===== config.mk =====
export PLATFORM = sky130hd
export DESIGN_NAME = day_count_to_calendar_date
export DESIGN_NICKNAME = d
export VERILOG_FILES = /design/src/rtl/core/dcc_pkg.sv /design/src/rtl/core/day_count_to_calendar_date.sv
export SDC_FILE = /design/constraint.sdc
export NUM_CORES = 1
export LEC_CHECK = 0
export BUFFER_PORTS_ARGS = -buffer_cell sky130_fd_sc_hd__buf_2
export CAP_MARGIN = 20
export CORE_ASPECT_RATIO = 1.75
export CORE_MARGIN = 3
export CORE_UTILIZATION = 54
export CTS_BUF_LIST = sky130_fd_sc_hd__clkbuf_16
export DETAILED_ROUTE_END_ITERATION = 10
export GPL_ROUTABILITY_DRIVEN = 1
export PLACE_DENSITY = 0.75
export SKIP_LAST_GASP = 1
export SLEW_MARGIN = 20
export SYNTH_ARGS = -nofsm -noshare
export SYNTH_HDL_FRONTEND = slang
export SYNTH_SLANG_ARGS = --single-unit
export TNS_END_PERCENT = 20

===== constraint.sdc =====
create_clock -name clk -period 4.85 [get_ports clk]
set_clock_uncertainty 0.15 [all_clocks]
set_input_delay 0.2425 -clock clk [delete_from_list [all_inputs] [get_ports clk]]
set_output_delay 0.2425 -clock clk [all_outputs]
set_load 0.03 [all_outputs]

===== src/rtl/core/dcc_pkg.sv =====
// Package for the day count to calendar date block: microcode format,
// control store and calendar helper functions. Depends on nothing.
`default_nettype none

package dcc_pkg;

	// Step counter of the sequencer
	typedef logic [1:0] step_t;

	localparam step_t STEP_LOAD  = 2'd0;
	localparam step_t STEP_YEAR  = 2'd1;
	localparam step_t STEP_MONTH = 2'd2;
	localparam step_t STEP_EMIT  = 2'd3;

	// Condition tested by a control word
	typedef enum logic [1:0] {
		COND_IN_VALID,
		COND_YEAR_FITS,
		COND_MONTH_FITS,
		COND_OUT_FREE
	} cond_t;

	// Datapath action, taken only when the condition holds
	typedef enum logic [1:0] {
		ACT_LOAD,
		ACT_SUB_YEAR,
		ACT_SUB_MONTH,
		ACT_EMIT
	} act_t;

	typedef struct packed {
		cond_t cond;
		act_t  act;
		step_t tgt_true;
		step_t tgt_false;
	} ctrl_t;

	localparam logic [12:0] BASE_YEAR = 13'd2000;

	// Control store: one word per step
	function automatic ctrl_t ucode(input step_t pc);
		ctrl_t w;
		unique case (pc)
			STEP_LOAD:  w = '{COND_IN_VALID,   ACT_LOAD,      STEP_YEAR,  STEP_LOAD};
			STEP_YEAR:  w = '{COND_YEAR_FITS,  ACT_SUB_YEAR,  STEP_YEAR,  STEP_MONTH};
			STEP_MONTH: w = '{COND_MONTH_FITS, ACT_SUB_MONTH, STEP_MONTH, STEP_EMIT};
			STEP_EMIT:  w = '{COND_OUT_FREE,   ACT_EMIT,      STEP_LOAD,  STEP_EMIT};
			default:    w = '{COND_IN_VALID,   ACT_LOAD,      STEP_YEAR,  STEP_LOAD};
		endcase
		return w;
	endfunction

	// Days in a month of the given year kind
	function automatic logic [4:0] month_len(input logic [3:0] month, input logic leap);
		logic [4:0] n;
		case (month)
			4'd2:                      n = leap ? 5'd29 : 5'd28;
			4'd4, 4'd6, 4'd9, 4'd11:   n = 5'd30;
			default:                   n = 5'd31;
		endcase
		return n;
	endfunction

	// Residue mod 7 of a value below 35
	function automatic logic [2:0] mod7_small(input logic [4:0] v);
		logic [4:0] r;
		if (v >= 5'd28)      r = v - 5'd28;
		else if (v >= 5'd21) r = v - 5'd21;
		else if (v >= 5'd14) r = v - 5'd14;
		else if (v >= 5'd7)  r = v - 5'd7;
		else                 r = v;
		return r[2:0];
	endfunction

	// Sum of two residues, reduced mod 7
	function automatic logic [2:0] add_mod7(input logic [2:0] a, input logic [2:0] b);
		logic [3:0] s;
		s = {1'b0, a} + {1'b0, b};
		if (s >= 4'd7) s = s - 4'd7;
		return s[2:0];
	endfunction

endpackage

`default_nettype wire


===== src/rtl/core/day_count_to_calendar_date.sv =====
// Top level of the day count to calendar date converter.
// Depends on dcc_pkg for the control store and calendar helpers.
`default_nettype none

// Converts a count of days since 2000-01-01 into year, month, day of month and
// weekday (0 is Saturday). Only the low DAY_COUNT_BITS bits of day_count count.
// One word is converted at a time: a small microcoded sequencer removes one
// whole year per cycle, then one whole month per cycle; the year loop sets
// most of the conversion time. The result sits in an output register, so the
// next word is taken while the previous result waits.
module day_count_to_calendar_date #(
	parameter int DAY_COUNT_BITS = 20
) (
	input  wire logic        clk,
	input  wire logic        arst_n,
	input  wire logic        s_tvalid,
	output logic             s_tready,
	input  wire logic [23:0] s_tdata,   // [19:0] day_count, [23:20] zero
	output logic             m_tvalid,
	input  wire logic        m_tready,
	output logic [31:0]      m_tdata    // [12:0] year, [16:13] month,
	                                    // [21:17] day_of_month, [24:22] weekday
);
	import dcc_pkg::*;

	localparam int CNT_W = (DAY_COUNT_BITS < 20) ? DAY_COUNT_BITS : 20;

	step_t          pc_q;
	ctrl_t          ctrl;
	logic           cond_ok;

	logic [CNT_W-1:0] d_q;
	logic [12:0]      year_q;
	logic [3:0]       month_q;
	logic [2:0]       wday_q;
	logic [1:0]       m4_q;
	logic [6:0]       m100_q;
	logic [8:0]       m400_q;

	logic             m_tvalid_q;
	logic [24:0]      out_q;

	logic             leap;
	logic [8:0]       ylen;
	logic [4:0]       mlen;
	logic             year_fits;
	logic             month_fits;
	logic             out_free;

	// Decode the current step and its calendar quantities
	always_comb begin
		ctrl       = ucode(pc_q);
		leap       = ((m4_q == 2'd0) && (m100_q != 7'd0)) || (m400_q == 9'd0);
		ylen       = leap ? 9'd366 : 9'd365;
		mlen       = month_len(month_q, leap);
		year_fits  = d_q >= CNT_W'(ylen);
		month_fits = (month_q < 4'd12) && (d_q >= CNT_W'(mlen));
		out_free   = !m_tvalid_q || m_tready;
		case (ctrl.cond)
			COND_IN_VALID:   cond_ok = s_tvalid;
			COND_YEAR_FITS:  cond_ok = year_fits;
			COND_MONTH_FITS: cond_ok = month_fits;
			COND_OUT_FREE:   cond_ok = out_free;
			default:         cond_ok = 1'b0;
		endcase
	end

	assign s_tready = (ctrl.cond == COND_IN_VALID);

	// Advance the step counter and the output valid flag
	always_ff @(posedge clk or negedge arst_n) begin
		if (!arst_n) begin
			pc_q       <= STEP_LOAD;
			m_tvalid_q <= 1'b0;
		end else begin
			pc_q <= cond_ok ? ctrl.tgt_true : ctrl.tgt_false;
			if (cond_ok && (ctrl.act == ACT_EMIT)) begin
				m_tvalid_q <= 1'b1;
			end else if (m_tready) begin
				m_tvalid_q <= 1'b0;
			end
		end
	end

	// Datapath: load, remove a year, remove a month, emit
	always_ff @(posedge clk) begin
		if (cond_ok) begin
			case (ctrl.act)
				ACT_LOAD: begin
					d_q     <= s_tdata[CNT_W-1:0];
					year_q  <= BASE_YEAR;
					month_q <= 4'd1;
					wday_q  <= 3'd0;
					m4_q    <= 2'd0;
					m100_q  <= 7'd0;
					m400_q  <= 9'd0;
				end
				ACT_SUB_YEAR: begin
					d_q    <= d_q - CNT_W'(ylen);
					year_q <= year_q + 13'd1;
					// 365 days is one weekday on, 366 is two
					wday_q <= add_mod7(wday_q, leap ? 3'd2 : 3'd1);
					m4_q   <= m4_q + 2'd1;
					m100_q <= (m100_q == 7'd99) ? 7'd0 : m100_q + 7'd1;
					m400_q <= (m400_q == 9'd399) ? 9'd0 : m400_q + 9'd1;
				end
				ACT_SUB_MONTH: begin
					d_q     <= d_q - CNT_W'(mlen);
					month_q <= month_q + 4'd1;
					wday_q  <= add_mod7(wday_q, mod7_small(mlen));
				end
				ACT_EMIT: begin
					out_q <= {add_mod7(wday_q, mod7_small(d_q[4:0])),
					          d_q[4:0] + 5'd1, month_q, year_q};
				end
				default: begin
				end
			endcase
		end
	end

	assign m_tvalid = m_tvalid_q;
	assign m_tdata  = {7'd0, out_q};

endmodule

`default_nettype wire


### Word level (Yosys, flattened, before mapping)

Index checks and enable logic that the tools add are counted.

* register bits: 86
* logic and storage cells: 116

* order comparisons: 14
* add/sub/neg operators: 22
* eq/ne operators: 16
* reductions and logical operators: 21
* multiplexer cells: 33

Operators with widths (number)
* 20-bit one-hot mux with 3 select lines: 1
* 3-bit two-way mux: 15
* 3-bit subtractor (second input constant): 11
* 8-bit one-hot mux with 4 select lines: 1
* 13-bit one-hot mux with 2 select lines: 1
* 20-bit by 5-bit greater-or-equal comparator with 1-bit output: 1
* 20-bit by 9-bit greater-or-equal comparator with 1-bit output: 1
* 5-bit greater-or-equal comparator (second input constant): 4
* 20-bit by 5-bit subtractor with 20-bit output: 1
* 20-bit by 9-bit subtractor with 20-bit output: 1
* 9-bit one-hot mux with 2 select lines: 1
* 7-bit one-hot mux with 2 select lines: 1
* 13-bit by 1-bit adder with 13-bit output (second input constant): 1
* 2-bit equality test (second input constant): 6
* 4-bit by 3-bit greater-or-equal comparator with 1-bit output (second input constant): 3
* 5-bit by 3-bit greater-or-equal comparator with 1-bit output (second input constant): 2
* 5-bit by 4-bit greater-or-equal comparator with 1-bit output (second input constant): 2
* 9-bit by 1-bit adder with 9-bit output (second input constant): 1
* 9-bit equality test (second input constant): 1
* 9-bit zero test: 1
* 9-bit two-way mux: 1
* 3-bit one-hot mux with 3 select lines: 1
* 3-bit by 3-bit adder with 4-bit output: 2
* 4-bit by 3-bit equality test with 1-bit output (second input constant): 2
* 25 further kinds: 44

### Longest topological paths before layout

* depth in word-level cells: 16
* mapped depth: 14
* gate-level depth less buffers: 14

### Least setup slack after synthesis

No wires, ideal clock.

* kind: reg-to-reg
* from: reg m100_q[2]
* to: reg d_q[0], enable pin
* arrival: 3.989 ns
* slack: 0.274 ns
* cell stages (with the launch flop): 14
* required time: 4.263 ns
* setup time: 0.437 ns
* buffers on the path: 0
* cell sequence: edfxtp_1 nor3_1 nand3_1 a32o_1 o21ai_0 o21ai_0 ha_1 inv_1 fa_1 a21oi_1 o211ai_1 o311a_1 nor2_1 nor3b_1

* longest elaborated chain between the ends: 9
* elaborated cells on any way between the ends: 11
* those cells by class: order compare (2); mux (4); reduce/logical (5)

Ends and longest elaborated chain
* start, declared: RTL line day_count_to_calendar_date.sv:37 `logic [6:0] m100_q;`
* start signal, assigned: RTL line day_count_to_calendar_date.sv:104 `m100_q <= (m100_q == 7'd99) ? 7'd0 : m100_q + 7'd1;`
* 7-bit nonzero test *: RTL line day_count_to_calendar_date.sv:53 `leap = ((m4_q == 2'd0) && (m100_q != 7'd0)) || (m400_q == 9'd0);`
* 1-bit logical AND *: RTL line day_count_to_calendar_date.sv:53
* 1-bit logical OR *: RTL line day_count_to_calendar_date.sv:53
* 1-bit two-way mux: RTL line dcc_pkg.sv:57 `4'd2: n = leap ? 5'd29 : 5'd28;`
* 2-bit one-hot mux with 2 select lines: RTL line dcc_pkg.sv:56 `case (month)`
* 20-bit by 5-bit greater-or-equal comparator with 1-bit output: RTL line day_count_to_calendar_date.sv:57 `month_fits = (month_q < 4'd12) && (d_q >= CNT_W'(mlen));`
* 1-bit logical AND: RTL line day_count_to_calendar_date.sv:57
* 1-bit one-hot mux with 4 select lines *: RTL line day_count_to_calendar_date.sv:59 `case (ctrl.cond)`
* 2-bit AND reduction (no source line) *
* end signal, assigned: RTL line day_count_to_calendar_date.sv:90 `d_q <= s_tdata[CNT_W-1:0];`
* end signal, assigned: RTL line day_count_to_calendar_date.sv:99 `d_q <= d_q - CNT_W'(ylen);`
* end signal, assigned: RTL line day_count_to_calendar_date.sv:108 `d_q <= d_q - CNT_W'(mlen);`
* end, declared: RTL line day_count_to_calendar_date.sv:32 `logic [CNT_W-1:0] d_q;`

Mark *: on every way between the ends. The rest lies on a longest branch, timed or not.
A chain may end at the register's enable or synchronous reset.

### Final worst setup path

* from: reg d_q[1]
* to: reg out_q[23], data pin

* longest elaborated chain between the ends: 10
* elaborated cells on any way between the ends: 18
* those cells by class: add/sub (6); order compare (5); mux (7)

Ends and longest elaborated chain
* 5-bit by 3-bit greater-or-equal comparator with 1-bit output / 3-bit subtractor (equally long branches): RTL line dcc_pkg.sv:70 `else if (v >= 5'd7) r = v - 5'd7;`
* 3-bit two-way mux: RTL line dcc_pkg.sv:70
* 3-bit two-way mux: RTL line dcc_pkg.sv:69 `else if (v >= 5'd14) r = v - 5'd14;`
* 3-bit two-way mux: RTL line dcc_pkg.sv:68 `else if (v >= 5'd21) r = v - 5'd21;`
* 3-bit two-way mux *: RTL line dcc_pkg.sv:67 `if (v >= 5'd28) r = v - 5'd28;`
* 3-bit two-way mux *: RTL line day_count_to_calendar_date.sv:88 `case (ctrl.act)`
* 3-bit two-way mux *: RTL line day_count_to_calendar_date.sv:87 `if (cond_ok) begin`
* 3-bit by 3-bit adder with 4-bit output *: RTL line dcc_pkg.sv:78 `s = {1'b0, a} + {1'b0, b};`
* 4-bit by 3-bit greater-or-equal comparator with 1-bit output / 3-bit subtractor (equally long branches): RTL line dcc_pkg.sv:79 `if (s >= 4'd7) s = s - 4'd7;`
* 3-bit two-way mux *: RTL line dcc_pkg.sv:79
* end signal, assigned: RTL line day_count_to_calendar_date.sv:113 `out_q <= {add_mod7(wday_q, mod7_small(d_q[4:0])),`
* end, declared: RTL line day_count_to_calendar_date.sv:41 `logic [24:0] out_q;`

Mark *: on every way between the ends. The rest lies on a longest branch, timed or not. The select of a mux whose other input is x is not followed.

==> impl_metrics.yaml <==
hold_path:
  hold_start: "s_tdata[0]"
  hold_path_class: "input port to flop"
  min_to: "d_q[0]$_DFFE_PP_"
  whs_path_depth: 2
run_status:
  status: "complete, no violations"
setup_path:
  r2r_end: "out_q[23]$_DFFE_PP_"
  r2r_setup_slack_ps: 740
  crit_fanout: 9
  required_ps: 4780
  startpoint_type: "flop"
  crit_arrival_ps: 4040
  worst_setup_path_end_kind: "flop"
  timing.rr.start: "d_q[1]$_DFFE_PP_"
  rr_worst_depth: 13
  crit_type: "flop to flop"
timing:
  post-route-period-util_pct: 84.7
  rsz0062_at_grt: "no"
  post-route-min-period_ps: 4110
  clock.fmax_ghz: 0.243
  slew-limit-headroom_pct: 42.1
  setup_viol: 0
  timing.setup.tns_ps: 0
  worst_slew_pin_slew_ps: 869
  report.final.slew_viol_count: 0
  finalHoldViolCount: 0
place:
  hpwl_microns: 9630
  gp_congestion: 0.987
  io_buffer_count: 50
cts:
  cts_buffers: 9
  root_buffer: "clkbuf_16"
  cts_setup_buffers: 0
  clk_latency_ps: 330
  cts_num_sinks: 86
  clk_pin_slew_ps: 60
  clock_path_buffers: 2
  htreeDepth: 3
  cts_tree: "yes"
synthesis:
  yosysWarnings: 0
  syn_area_per_cell_sq_um: 10.1
  synth_edf_count: 83
  ys_ff_latch: 86
  yosysSeqAreaShare_pct: 44.7
  yosysUniqueCellTypes: 63
  ys.flop_type: "edfxtp_1"
  synthCells: 569
  synth_area_sq_um: 5740
  async_flop_share_pct: 3.49
floorplan:
  num_rows: 49
  core_region_area_sq_um: 10300
  floorplan.die_area_sq_um: 12000
  initial_core_util_pct: 55.7
  die_x_microns: 84.0
  fp.dieH_microns: 142
  boundaryPins: 62
finish:
  drive_gt1_share_pct: 13.7
  n_fill_cell: 862
  num_antenna_cells: 0
  mostFrequentLayoutCell: "edfxtp_1"
  final_nets: 678
  final_cell_mix: "edfxtp_1, nor2_1, buf_2, nand2_1, ha_1"
  syn2layout_area_growth_pct: 11.0
job:
  maxCapViolations: 0
detailed_routing:
  vias: 4618
  vias_per_cell: 6.22
  wl_per_cell_microns: 17.8
  ant_nets: 0
  wl_microns: 13200
  drcViolationCount: 0
  dr.pass1.iters: 6
  first_iter_violations: 252
global_route:
  grt_pass1_vias: 4664
  track_usage_pct: 22.3
  antenna_found_initial: 0
  grt_max_degree: 32
  grt_remaining_overflow: 0
  grt_pass1_wl_microns: 21500
cell families after synthesis:
family                     Yosys count  synth area share [%]
AOI/OAI and AO/OA                  125                  15.5
xor gates and xnor gates            43                  6.56
adders and majority gates           39                  9.15
buffers and inverters               65                  4.90
DFF                                 86                  44.7
muxes                                9                  1.63
other                                1                0.0653
and+or+nand+nor                    201                  17.5
layout make-up:
type / instances / area, sq um / share of cell area [%]
inverter: 30 / 113 / 1.77
clock inverter: 6 / 56.3 / 0.883
clock buffer: 9 / 225 / 3.53
timing repair buffer: 60 / 328 / 5.14
multi-input combinational: 424 / 2930 / 45.9
sequential: 86 / 2570 / 40.3
tap: 127 / 159 / 2.49
stage by stage:
| stage | utilization, % | hold slack, ps | setup WS [ps] | std cells | area [sq um] |
|---|---|---|---|---|---|
| finish | 61.9 | 33.8 | 741 | 742 | 6370 |
| global route | 61.9 | 38.9 | 474 | 742 | 6370 |
| CTS | 61.9 | 22.4 | 730 | 742 | 6370 |
| detailed placement | 59.1 | -108 | 741 | 726 | 6080 |
| global placement | 59.1 | -106 | 851 | 726 | 6080 |
| floorplan | - | -203 | 274 | 575 | 5760 |
per-layer routing:
metal / up-vias / GRT usage, % / routed length, microns
met5: - / 0 / 0
met4: 0 / 11.3 / 509
met3: 44 / 2.95 / 640
met2: 171 / 43.9 / 7360
met1: 2223 / 22.4 / 4700
li1: 2180 / - / -
registers in the layout, indices dropped and copies added (netlist names), named ones only:
| name | flops |
|---|---|
| d_q | 20 |
| m100_q | 7 |
| m400_q | 9 |
| m4_q | 2 |
| m_tvalid | 1 |
| month_q | 4 |
| out_q | 25 |
| pc_q | 1 |
| wday_q | 3 |
| year_q | 13 |
synthesized netlist by cell type, drive strengths merged (8+ instances only):
cell | count | area share (%)
a21o | 8 | 1.0
a21oi | 20 | 1.7
a31oi | 11 | 1.2
and3 | 13 | 1.4
buf | 14 | 1.6
clkbuf | 21 | 1.4
edfxtp | 83 | 43
ha | 34 | 7.4
inv | 29 | 1.9
nand2 | 46 | 3.0
nand3 | 29 | 2.5
nor2 | 60 | 3.9
nor3 | 10 | 0.96
o21ai | 26 | 2.3
xnor2 | 21 | 3.2
xor2 | 22 | 3.4
worst max-delay path by stage:
stage               slack [ps]                    start                       to  cells past startpoint
finish                     740         d_q[1]$_DFFE_PP_      out_q[23]$_DFFE_PP_                     13
global route               470  m400_q[5]$_SDFFCE_PP0P_  m100_q[2]$_SDFFCE_PP0P_                     13
CTS                        730  m400_q[3]$_SDFFCE_PP0P_  year_q[0]$_SDFFCE_PN0P_                     13
detailed placement         740  m400_q[3]$_SDFFCE_PP0P_  m100_q[2]$_SDFFCE_PP0P_                     13
global placement           850  m400_q[5]$_SDFFCE_PP0P_  year_q[8]$_SDFFCE_PN1P_                     13
floorplan                  270  m100_q[2]$_SDFFCE_PP0P_         d_q[0]$_DFFE_PP_                     13
critical path, cell delays in order (launching register included):
cell	delay [ps]
edfxtp_1	600
inv_1	200
ha_1	240
a22o_1	230
o31ai_1	490
a21oi_1	170
xnor2_1	170
ha_1	200
inv_1	60
fa_1	470
inv_1	50
ha_1	210
a21oi_1	220
mux2_2	380
what timing repair did:
| action | 4_1_cts | 5_1_grt |
|---|---|---|
| hold endpoints to repair | 3 | 0 |
| hold buffers | 1 | 0 |
| gates resized for setup | 0 | 0 |
Power is left out: the tool's default activity adds up to more than one toggle a clock period on the data nets, which glitch-free logic cannot reach.
